[src/sv/byte_ngram_extractor_defines.svh]
// Assertion helpers for the RTL that checks itself.
`ifndef BYTE_NGRAM_EXTRACTOR_DEFINES_SVH
`define BYTE_NGRAM_EXTRACTOR_DEFINES_SVH

// Same-cycle implication, sampled on aclk, off during reset.
`define BNX_ASSERT_NOW(label, ante, cons, msg) \
    label: assert property (@(posedge aclk) disable iff (!aresetn) \
        (ante) |-> (cons)) else $error(msg);

// Next-cycle implication, sampled on aclk, off during reset.
`define BNX_ASSERT_NEXT(label, ante, cons, msg) \
    label: assert property (@(posedge aclk) disable iff (!aresetn) \
        (ante) |=> (cons)) else $error(msg);

`endif

[src/sv/bnx_pkg.sv]
`default_nettype none

package bnx_pkg;

    localparam int unsigned DATA_W = 8;
    localparam int unsigned GRAM_W = 24;
    localparam int unsigned WIN_W  = 32;
    localparam int unsigned RUN_W  = 4;
    localparam int unsigned B64_W  = 6;

    // Gram schemes selected by the mode register
    typedef enum logic [1:0] {
        MODE_TRIGRAM = 2'd0,
        MODE_B64     = 2'd1,
        MODE_XOR     = 2'd2,
        MODE_WIDE    = 2'd3
    } index_mode_t;

    // One buffer byte as it sits in the input register
    typedef struct packed {
        logic [DATA_W-1:0] data_byte;
        logic              last_of_buffer;
    } bnx_item_t;

    // Extractor state, exported for checking
    typedef struct packed {
        logic [WIN_W-1:0] window;
        logic [RUN_W-1:0] run;
    } bnx_state_t;

    // Base64 decode: {is_b64, value}
    function automatic logic [B64_W:0] b64_decode(input logic [DATA_W-1:0] c);
        logic [DATA_W-1:0] t;
        t = '0;
        b64_decode = '0;
        if (c >= 8'h41 && c <= 8'h5A) begin          // 'A'..'Z'
            t = c - 8'h41;
            b64_decode = {1'b1, t[B64_W-1:0]};
        end else if (c >= 8'h61 && c <= 8'h7A) begin // 'a'..'z' -> 26..51
            t = c - 8'd71;
            b64_decode = {1'b1, t[B64_W-1:0]};
        end else if (c >= 8'h30 && c <= 8'h39) begin // '0'..'9' -> 52..61
            t = c + 8'd4;
            b64_decode = {1'b1, t[B64_W-1:0]};
        end else if (c == 8'h2B) begin               // '+'
            b64_decode = {1'b1, 6'd62};
        end else if (c == 8'h2F) begin               // '/'
            b64_decode = {1'b1, 6'd63};
        end
    endfunction

    // Saturating run count; 15 steps back to 14 to keep the parity
    function automatic logic [RUN_W-1:0] run_inc(input logic [RUN_W-1:0] r);
        run_inc = (r == 4'd15) ? 4'd14 : r + 4'd1;
    endfunction

endpackage

`default_nettype wire

[src/sv/byte_ngram_extractor.sv]
`default_nettype none

// Byte n-gram extractor. Takes one buffer byte per transfer on the s_ side
// (s_tlast marks the final byte of a buffer, after which the window and run
// count return to zero) and gives at most one 24-bit gram per byte on the
// m_ side. cfg_wdata selects the scheme: 0 byte trigram, 1 base64 four-gram,
// 2 XOR hash four-gram, 3 wide-char base64; write it only while idle.
// Throughput is one byte per clock unless the output stalls: the window and
// run registers are updated once per byte. A byte's gram passes through the
// input register, then the result register, before m_tvalid. Bytes that make
// no gram produce no output transfer.

`include "byte_ngram_extractor_defines.svh"

module byte_ngram_extractor
    import bnx_pkg::*;
(
    input  wire logic              aclk,
    input  wire logic              aresetn,
    input  wire logic              cfg_wen,
    input  wire logic [1:0]        cfg_wdata,  // [1:0] index_mode
    input  wire logic              s_tvalid,
    output logic                   s_tready,
    input  wire logic [DATA_W-1:0] s_tdata,    // [7:0] data_byte
    input  wire logic              s_tlast,    // last_of_buffer
    output logic                   m_tvalid,
    input  wire logic              m_tready,
    output logic [GRAM_W-1:0]      m_tdata     // [23:0] gram_value
);

    index_mode_t       mode_reg;
    logic              item_valid;
    bnx_item_t         item;
    logic              out_free;
    logic              fire;
    logic              gram_valid;
    logic [GRAM_W-1:0] gram_value;
    bnx_state_t        state;

    // Mode register
    always_ff @(posedge aclk) begin
        if (!aresetn) begin
            mode_reg <= MODE_TRIGRAM;
        end else if (cfg_wen) begin
            mode_reg <= index_mode_t'(cfg_wdata);
        end
    end

    // A byte is processed when the result slot can take its outcome
    assign fire = item_valid && out_free;

    bnx_in_reg u_in (
        .aclk       (aclk),
        .aresetn    (aresetn),
        .s_tvalid   (s_tvalid),
        .s_tready   (s_tready),
        .s_tdata    (s_tdata),
        .s_tlast    (s_tlast),
        .advance    (fire),
        .item_valid (item_valid),
        .item       (item)
    );

    bnx_gram_unit u_gram (
        .aclk       (aclk),
        .aresetn    (aresetn),
        .index_mode (mode_reg),
        .step       (fire),
        .item       (item),
        .gram_valid (gram_valid),
        .gram_value (gram_value),
        .state      (state)
    );

    bnx_out_reg u_out (
        .aclk       (aclk),
        .aresetn    (aresetn),
        .load       (fire),
        .load_valid (gram_valid),
        .load_value (gram_value),
        .free       (out_free),
        .m_tready   (m_tready),
        .m_tvalid   (m_tvalid),
        .m_tdata    (m_tdata)
    );

    // End of buffer leaves a clean window and run count
    `BNX_ASSERT_NEXT(a_last_clears, fire && item.last_of_buffer, state.window == '0 && state.run == '0, "state not cleared after last byte")

    // A new result only ever comes from a byte processed the cycle before
    `BNX_ASSERT_NOW(a_result_source, $rose(m_tvalid), $past(fire) && $past(gram_valid), "result without a processed gram")

    // Full input stage behind a stalled result must push back
    `BNX_ASSERT_NOW(a_backpressure, item_valid && m_tvalid && !m_tready, !s_tready, "input accepted while pipeline blocked")

    // Base64 schemes keep the window's top byte clear
    `BNX_ASSERT_NEXT(a_b64_window, fire && (mode_reg == MODE_B64 || mode_reg == MODE_WIDE) && state.window[WIN_W-1:GRAM_W] == '0, state.window[WIN_W-1:GRAM_W] == '0, "base64 window overflow")

endmodule

`default_nettype wire

[src/sv/bnx_in_reg.sv]
`default_nettype none

module bnx_in_reg
    import bnx_pkg::*;
(
    input  wire logic              aclk,
    input  wire logic              aresetn,
    input  wire logic              s_tvalid,
    output logic                   s_tready,
    input  wire logic [DATA_W-1:0] s_tdata,   // [7:0] data_byte
    input  wire logic              s_tlast,   // last_of_buffer
    input  wire logic              advance,
    output logic                   item_valid,
    output bnx_item_t              item
);

    logic      valid_reg, valid_next;
    bnx_item_t item_reg;

    // Stage is free when empty or when its byte moves on this cycle
    assign s_tready = !valid_reg || advance;

    always_comb begin
        valid_next = valid_reg;
        if (s_tvalid && s_tready) begin
            valid_next = 1'b1;
        end else if (advance) begin
            valid_next = 1'b0;
        end
    end

    always_ff @(posedge aclk) begin
        if (!aresetn) begin
            valid_reg <= 1'b0;
        end else begin
            valid_reg <= valid_next;
        end
    end

    // Payload capture on transfer
    always_ff @(posedge aclk) begin
        if (s_tvalid && s_tready) begin
            item_reg <= '{data_byte: s_tdata, last_of_buffer: s_tlast};
        end
    end

    assign item_valid = valid_reg;
    assign item       = item_reg;

endmodule

`default_nettype wire

[src/sv/bnx_gram_unit.sv]
`default_nettype none

module bnx_gram_unit
    import bnx_pkg::*;
(
    input  wire logic              aclk,
    input  wire logic              aresetn,
    input  wire index_mode_t       index_mode,
    input  wire logic              step,
    input  wire bnx_item_t         item,
    output logic                   gram_valid,
    output logic [GRAM_W-1:0]      gram_value,
    output bnx_state_t             state
);

    logic [WIN_W-1:0] window_reg, window_next;
    logic [RUN_W-1:0] run_reg, run_next;
    logic [B64_W:0]   dec;
    logic             is_b64;
    logic [B64_W-1:0] b64_val;
    logic [WIN_W-1:0] win_b64;

    assign dec     = b64_decode(item.data_byte);
    assign is_b64  = dec[B64_W];
    assign b64_val = dec[B64_W-1:0];
    // Six-bit shift into the low 24 bits; upper byte stays zero
    assign win_b64 = {{(WIN_W-GRAM_W){1'b0}}, window_reg[GRAM_W-B64_W-1:0], b64_val};

    // Per-byte update and gram for the selected scheme
    always_comb begin
        window_next = window_reg;
        run_next    = run_reg;
        gram_valid  = 1'b0;
        gram_value  = window_reg[GRAM_W-1:0];
        unique case (index_mode)
            MODE_TRIGRAM: begin
                window_next = {{(WIN_W-GRAM_W){1'b0}}, window_reg[15:0], item.data_byte};
                gram_valid  = (run_reg >= 4'd2);
                gram_value  = window_next[GRAM_W-1:0];
                run_next    = run_inc(run_reg);
            end
            MODE_B64: begin
                if (is_b64) begin
                    window_next = win_b64;
                    run_next    = run_inc(run_reg);
                end else begin
                    run_next = '0;
                end
                gram_valid = (run_next >= 4'd4);
                gram_value = window_next[GRAM_W-1:0];
            end
            MODE_XOR: begin
                window_next = {window_reg[GRAM_W-1:0], item.data_byte};
                gram_valid  = (run_reg >= 4'd3);
                gram_value  = window_next[WIN_W-1:DATA_W] ^ window_next[GRAM_W-1:0];
                run_next    = run_inc(run_reg);
            end
            MODE_WIDE: begin
                if (run_reg[0]) begin
                    // odd run: expect the zero high byte of a wide char
                    run_next   = (item.data_byte == '0) ? run_inc(run_reg) : '0;
                    gram_valid = (run_next >= 4'd8);
                end else if (is_b64) begin
                    window_next = win_b64;
                    run_next    = run_inc(run_reg);
                end else begin
                    run_next = '0;
                end
                gram_value = window_reg[GRAM_W-1:0];
            end
            default: begin
                run_next = '0;
            end
        endcase
        // End of buffer clears everything after the gram is taken
        if (item.last_of_buffer) begin
            window_next = '0;
            run_next    = '0;
        end
    end

    always_ff @(posedge aclk) begin
        if (!aresetn) begin
            window_reg <= '0;
            run_reg    <= '0;
        end else if (step) begin
            window_reg <= window_next;
            run_reg    <= run_next;
        end
    end

    assign state = '{window: window_reg, run: run_reg};

endmodule

`default_nettype wire

[src/sv/bnx_out_reg.sv]
`default_nettype none

module bnx_out_reg
    import bnx_pkg::*;
(
    input  wire logic              aclk,
    input  wire logic              aresetn,
    input  wire logic              load,
    input  wire logic              load_valid,
    input  wire logic [GRAM_W-1:0] load_value,
    output logic                   free,
    input  wire logic              m_tready,
    output logic                   m_tvalid,
    output logic [GRAM_W-1:0]      m_tdata   // [23:0] gram_value
);

    logic              valid_reg, valid_next;
    logic [GRAM_W-1:0] data_reg;

    // Slot can take a new result if empty or draining now
    assign free = !valid_reg || m_tready;

    always_comb begin
        valid_next = valid_reg;
        if (load) begin
            valid_next = load_valid;
        end else if (m_tready) begin
            valid_next = 1'b0;
        end
    end

    always_ff @(posedge aclk) begin
        if (!aresetn) begin
            valid_reg <= 1'b0;
        end else begin
            valid_reg <= valid_next;
        end
    end

    always_ff @(posedge aclk) begin
        if (load && load_valid) begin
            data_reg <= load_value;
        end
    end

    assign m_tvalid = valid_reg;
    assign m_tdata  = data_reg;

endmodule

`default_nettype wire

[config.mk]
export PLATFORM = sky130hd
export DESIGN_NAME = byte_ngram_extractor
export DESIGN_NICKNAME = d
export VERILOG_FILES = /design/src/sv/bnx_pkg.sv /design/src/sv/byte_ngram_extractor.sv /design/src/sv/bnx_in_reg.sv /design/src/sv/bnx_gram_unit.sv /design/src/sv/bnx_out_reg.sv
export VERILOG_INCLUDE_DIRS = /design/src /design/src/sv
export SDC_FILE = /design/constraint.sdc
export NUM_CORES = 1
export LEC_CHECK = 0
export ABC_AREA = 1
export BUFFER_PORTS_ARGS = -buffer_cell sky130_fd_sc_hd__buf_2
export CORE_MARGIN = 3
export CORE_UTILIZATION = 45
export DETAILED_ROUTE_END_ITERATION = 6
export HOLD_SLACK_MARGIN = 0.03
export SKIP_CTS_REPAIR_TIMING = 1
export SKIP_LAST_GASP = 1
export SYNTH_ARGS = -nofsm -noshare
export SYNTH_HDL_FRONTEND = slang
export SYNTH_HIERARCHICAL = 1
export SYNTH_SLANG_ARGS = --single-unit
[constraint.sdc]
create_clock -name aclk -period 3.7 [get_ports aclk]
set_input_delay 0.37 -clock aclk [delete_from_list [all_inputs] [get_ports aclk]]
set_output_delay 0.37 -clock aclk [all_outputs]
set_load 0.02 [all_outputs]
==> results of run 1 <==
-- metal layers --
layer / GRT usage, % / vias up
met3: 4.07 / 14
met5: 0 / -
li1: - / 2055
met4: 6.11 / 0
met2: 34.3 / 107
met1: 29.6 / 1836
-- cells in the final DEF (no fill, tap or decap), types with 4 or more instances in the layout --
cell      instances
nand2_1         222
inv_1            56
nand3_1          52
buf_2            41
edfxtp_1         33
dfxtp_1          32
nor2_1           25
a21oi_1          22
xnor2_1          21
o21ai_0          20
nand2_2          14
nand2_4          13
a21oi_2          13
nand4_1          11
ha_1             11
clkbuf_8          9
nand3_2           8
buf_4             6
inv_2             6
xor2_1            5
nor3_1            4
-- critical path, stage by stage, from the launching register on --
cell and delay (ns):
edfxtp_1 0.52, inv_1 0.21, ha_1 0.23, inv_1 0.07, nand2_1 0.06, nand2_1 0.05, nand2_1 0.12, nand2_4 0.10
nand2_4 0.13, inv_2 0.08, nand3_4 0.09, nand2_1 0.07, nand2_1 0.07, nand2_1 0.05, a22oi_1 0.14, nand2_1 0.11
inv_1 0.07, buf_4 0.32
-- report_power, final --
| group | switching (mW) | internal (mW) | leakage, nW |
|---|---|---|---|
| Combinational | 0.259 | 0.112 | 1.50 |
| Sequential | 0.0281 | 0.791 | 0.561 |
| Clock | 0.293 | 0.311 | 0.101 |
| Total | 0.581 | 1.21 | 2.16 |
-- final cells by class --
class / count / area (µm²)
inverter: 63 / 238
fill: 948 / 4520
clock buffer: 9 / 124
tap: 129 / 161
timing repair buffer: 47 / 250
sequential: 65 / 1630
clock inverter: 7 / 70.1
multi-input combinational: 466 / 2510
-- worst paths after layout --
| kind | start | endpoint | cells after the start |
|---|---|---|---|
| min | s_tlast | u_in/item[0]$_DFFE_PP_ | 1 |
| max reg2reg | u_in/item[2]$_DFFE_PP_ | u_out/m_tdata[6]$_DFFE_PP_ | 17 |
| max | u_in/item[2]$_DFFE_PP_ | u_out/m_tdata[6]$_DFFE_PP_ | 17 |
| min reg2reg | u_gram/window_reg[16]$_SDFFE_PN0P_ | u_gram/window_reg[16]$_SDFFE_PN0P_ | 2 |
-- through the flow --
step	std cells	hold slack (ns)	utilization, %
after detailed placement	770	0.475	50.4
after CTS	786	0.185	52.4
after global placement	770	0.467	50.4
after floorplan	618	0.446	-
after global routing	786	0.178	52.4
final	786	0.202	52.4
==> results by group, run 1 <==
Route
  • Via density: 5.10
  • Antenna Nets Post-Route: 0
  • WL met3: 682 µm
  • Wire per inst: 14.7 µm
  • Initial DRT Pass Iterations: 6
  • Vias: 4012
  • M1 WL: 5560 µm
  • DRC: 0
  • WL final: roughly 12000 µm
  • Max layer used: met4
  • Met2 routed WL: 5180 µm
  • Initial DRC count: 222

CTS
  • Clk sinks: 65
  • CTS clk-pin slew, worst paths: 0.08 ns
  • TritonCTS Buffers: 9
  • Max Root-Sink Buffers: 2
  • Clk_lat worst skew: 0.34 ns
  • CTS root buf: clkbuf_8
  • CTS tree: yes
  • H-tree depth: 3

Timing
  • Slew HR: 41.5%
  • Fin crit share: 76.5%
  • Pins Over Slew Limit: 0
  • RSZ-0062 raised after global routing: no
  • PnR worst setup slack: 0.868 ns
  • Worst slew pin tran: 0.877 ns
  • Fin crit period: 2.83 ns
  • Final Hold Viols: 0
  • F_max: 353 MHz
  • Setup TNS: 0 ns
  • Final setup fails: 0
  • Clk_skew: 0.0137 ns

Synth
  • Syn Area/Cell: around 7.3 µm²
  • Cell Area, Synth: 4530 µm²
  • Syn_nets: 645
  • Synth warn: 6
  • Synth Instances: about 600

Critical path
  • Data arrival, critical path: between 2 and 3 ns
  • CP Max Fanout: 24
  • Kind of end point of the critical path: register
  • R2r setup slk: 0.87 ns
  • Critical path start-end classification: register to register
  • Startpoint types: register
  • WP data required: 3.70 ns

Global route
  • Initial antenna violation count: 0
  • GR Util All Layers: a little over a fifth
  • GRT Residual Overflow: 0
  • Largest net degree at the start of global routing: 34
  • Number of global-route vias before repair: 3947
  • Global-route wire length before repair: 19400 µm

Cells and area
  • Final nets: just under 700
  • N_diodes: 0
  • Layout cells sized above 1: 19.5%
  • Area delta synth->final: 10.1%
  • Final instance area: 4980 µm²

Floorplan
  • I/O pin count: 42
  • Initial Util: 47.6%
  • Core Rows: 35
  • Die extent in y: 106 µm
  • Core Region: 9500 µm²
  • Die width: 106 µm
  • Die area: about 11000 µm²

Placement
  • Port Buf Inserts: 41
  • Dpl hpwl: 8010 µm
  • Gp weighted congestion: 0.873
  • Worst slack, placed: 0.897 ns
  • Placed inst area: about 4800 µm²

Run status
  • Status: finished clean

Power and ir drop
  • Pwr dens: between 300 and 400 nW/µm²
  • Peak VDD IR: 0.000202 V
  • Leak: 2.16 nW
  • Final total power: 1.80 mW

Job
  • Max_cap viols: 0

Min path
  • Min-delay worst type: primary input to register
No activity file was read; power rests on OpenSTA's default activity.
==> run 2: changes to the inputs <==
Clock period 3.7 ns to 2.9 ns, I/O delays scaled along.
==> results by group, run 2 (synthesized netlist as in run 1, its figures left out) <==
Timing
  • WHS: 0.128 ns (-0.0739 ns)
  • Setup TNS: 0 ns (unchanged)
  • Clk_skew: 0.0134 ns (-0.000367 ns)
  • Fin crit share: 91.7% (+15 points)
  • Final Hold Viols: 0 (unchanged)
  • F_max: 376 MHz (+6.5%)
  • Pins Over Slew Limit: 0 (unchanged)
  • Fin crit period: 2.66 ns (-0.172 ns)
  • Worst slew pin tran: 0.969 ns (+0.0914 ns)
  • RSZ-0062 raised after global routing: no
  • Final setup fails: 0 (unchanged)
  • Slew HR: 35.4% (-6.1 points)
  • PnR worst setup slack: 0.240 ns (-0.628 ns)

Floorplan
  • Die area: 11300 µm² (unchanged)
  • I/O pin count: 42 (unchanged)
  • Core Region: 9500 µm² (unchanged)
  • Core Rows: 35 (unchanged)
  • Die width: 106 µm (unchanged)
  • Die extent in y: 106 µm (unchanged)
  • Initial Util: 47.6% (unchanged)

Power and ir drop
  • Gate power share: 21.4% (+0.7 points)
  • Leak: 2.23 nW (+3.4%)
  • Final total power: 2.35 mW (+31%)
  • Clock power frac: 34.3% (+0.6 points)
  • Sequential share of power: 44.3% (-1.3 points)
  • Switch share: 32.8% (+0.49 points)
  • Peak VDD IR: 0.000207 V (+2.7%)
  • NetSw: 0.772 mW (+33%)
  • Pwr dens: 458 nW/µm² (+27%)
  • Int Power: 1.58 mW (+30%)

Cells and area
  • FF/Latch Area: 1630 µm² (unchanged)
  • Area of the multi-input gates: 2520 µm² (+0.30%)
  • Most frequent cells in the layout: 222 x nand2_1, 54 x inv_1, 52 x nand3_1, 41 x buf_2, 33 x edfxtp_1
  • Commonest non-fill, non-tap cell in the layout: nand2_1
  • Final instance area: 5130 µm² (+2.9%)
  • Final nets: 693 (+2.1%)
  • Layout filler cell count: 938 (-1.1%)
  • Layout cells sized above 1: 21.9% (+2.4 points)
  • Final Instance Count excl. Fillers: 800 (+1.8%)
  • N_diodes: 0 (unchanged)
  • Area delta synth->final: 13.3%
  • Final Util: 53.9% (+1.5 points)

Global route
  • GRT met1 Usage: 30.2% (+0.60 points)
  • Met3 GRT Util: 3.52% (-0.55 points)
  • Global-route wire length before repair: 19200 µm (-1.2%)
  • GR Util All Layers: 21.3% (-0.17 points)
  • GRT busiest layer: met2
  • Initial antenna violation count: 0 (unchanged)
  • Largest net degree at the start of global routing: 33 (-2.9%)
  • GRT Residual Overflow: 0 (unchanged)
  • Met2 Use GR: 34.0% (-0.36 points)
  • Number of global-route vias before repair: 3887 (-1.5%)

Placement
  • Dpl hpwl: 8180 µm (+2.1%)
  • Gp weighted congestion: 0.891 (+2.0%)
  • Port Buf Inserts: 41 (unchanged)
  • Worst slack, placed: 0.211 ns (-0.687 ns)
  • Placed inst area: 4860 µm² (+1.5%)
  • Dpl cells: 776 (+0.78%)

CTS
  • CTS root buf: clkbuf_8
  • CTS tree: yes
  • Clk sinks: 65 (unchanged)
  • Max Root-Sink Buffers: 2 (unchanged)
  • Clk_lat worst skew: 0.34 ns (about the same)
  • TritonCTS Buffers: 9 (unchanged)
  • H-tree depth: 3 (unchanged)
  • CTS clk-pin slew, worst paths: 0.08 ns (about the same)

Critical path
  • Startpoint types: register
  • Kind of end point of the critical path: register
  • Crit path max-delay family: simple AND/OR/NAND/NOR gates
  • Crit-path cells: inv_2 > ha_1 > inv_1 > nand2_1 > nand2_1 > nand2_1 > nand2_4 > nand2_4 > inv_2 > nand3_4 > nand2_1 > nand2_1 > nand2_1 > a22oi_2 > nand2_1 > inv_1 > buf_12
  • Crit-path max cell delay: 0.49 ns (-0.03 ns)
  • WP data required: 2.94 ns (-0.76 ns)
  • Data arrival, critical path: 2.70 ns (-0.14 ns)
  • CP Max Fanout: 21 (-13%)
  • R2r setup slk: 0.24 ns (-0.63 ns)
  • Critical path's most frequent cell: nand2_1
  • Crit path max-delay cell type: edfxtp_1
  • Critical path start-end classification: register to register
  • Buf/Inv on CP: 5 (unchanged)

Route
  • Initial DRC count: 239 (+7.7%)
  • Via density: 5.13 (+0.58%)
  • DRC: 0 (unchanged)
  • Initial DRT Pass Iterations: 5 (-1)
  • Vias: 4107 (+2.4%)
  • WL final: 11800 µm (+2.1%)
  • Antenna Nets Post-Route: 0 (unchanged)
  • Wire per inst: 14.8 µm (+0.29%)

Min path
  • Min-delay worst type: primary input to register

Job
  • Max_cap viols: 0 (unchanged)

Run status
  • Status: finished clean
==> run 2: changes by cell type in the layout (fill, tap and decap cells not counted) <==
cell and delta:
a22oi_1 -1, a22oi_2 +1, buf_12 +2, buf_4 +12
clkinv_1 -1, clkinv_4 -1, ha_1 -1, ha_2 +1
inv_1 -2, inv_2 +2, inv_6 +2
==> run 2: power groups by stage <==
stage          Clock (mW)  Combinational (mW)  Sequential [mW]
2_1_floorplan           0               0.354             1.07
3_3_place_gp            0               0.492             1.06
3_5_place_dp            0               0.489             1.06
4_1_cts             0.829               0.491             1.04
5_1_grt             0.872               0.559             1.05
6_report            0.805               0.503             1.04
==> run 2: final timing paths <==
kind / from / endpoint / cells past startpoint
max reg2reg: u_in/item[1]$_DFFE_PP_ / u_out/m_tdata[7]$_DFFE_PP_ / 17
min reg2reg: u_gram/window_reg[16]$_SDFFE_PN0P_ / u_gram/window_reg[16]$_SDFFE_PN0P_ / 2
min: s_tdata[4] / u_in/item[5]$_DFFE_PP_ / 1
max: u_in/item[1]$_DFFE_PP_ / u_out/m_tdata[7]$_DFFE_PP_ / 17
==> run 2: metal layers <==
metal | up-vias | wire length [µm]
met5 | - | 0
met4 | 0 | 76
met3 | 6 | 690
met2 | 135 | 5440
met1 | 1877 | 5610
li1 | 2089 | -
==> run 2: area by class of cell <==
class | count | share of cell area, %
Inverter | 63 | 4.64
Tap cell | 129 | 3.15
Clock buffer | 9 | 2.42
Sequential cell | 65 | 31.8
Timing Repair Buffer | 61 | 7.42
Multi-Input combinational cell | 466 | 49.1
Clock inverter | 7 | 1.46
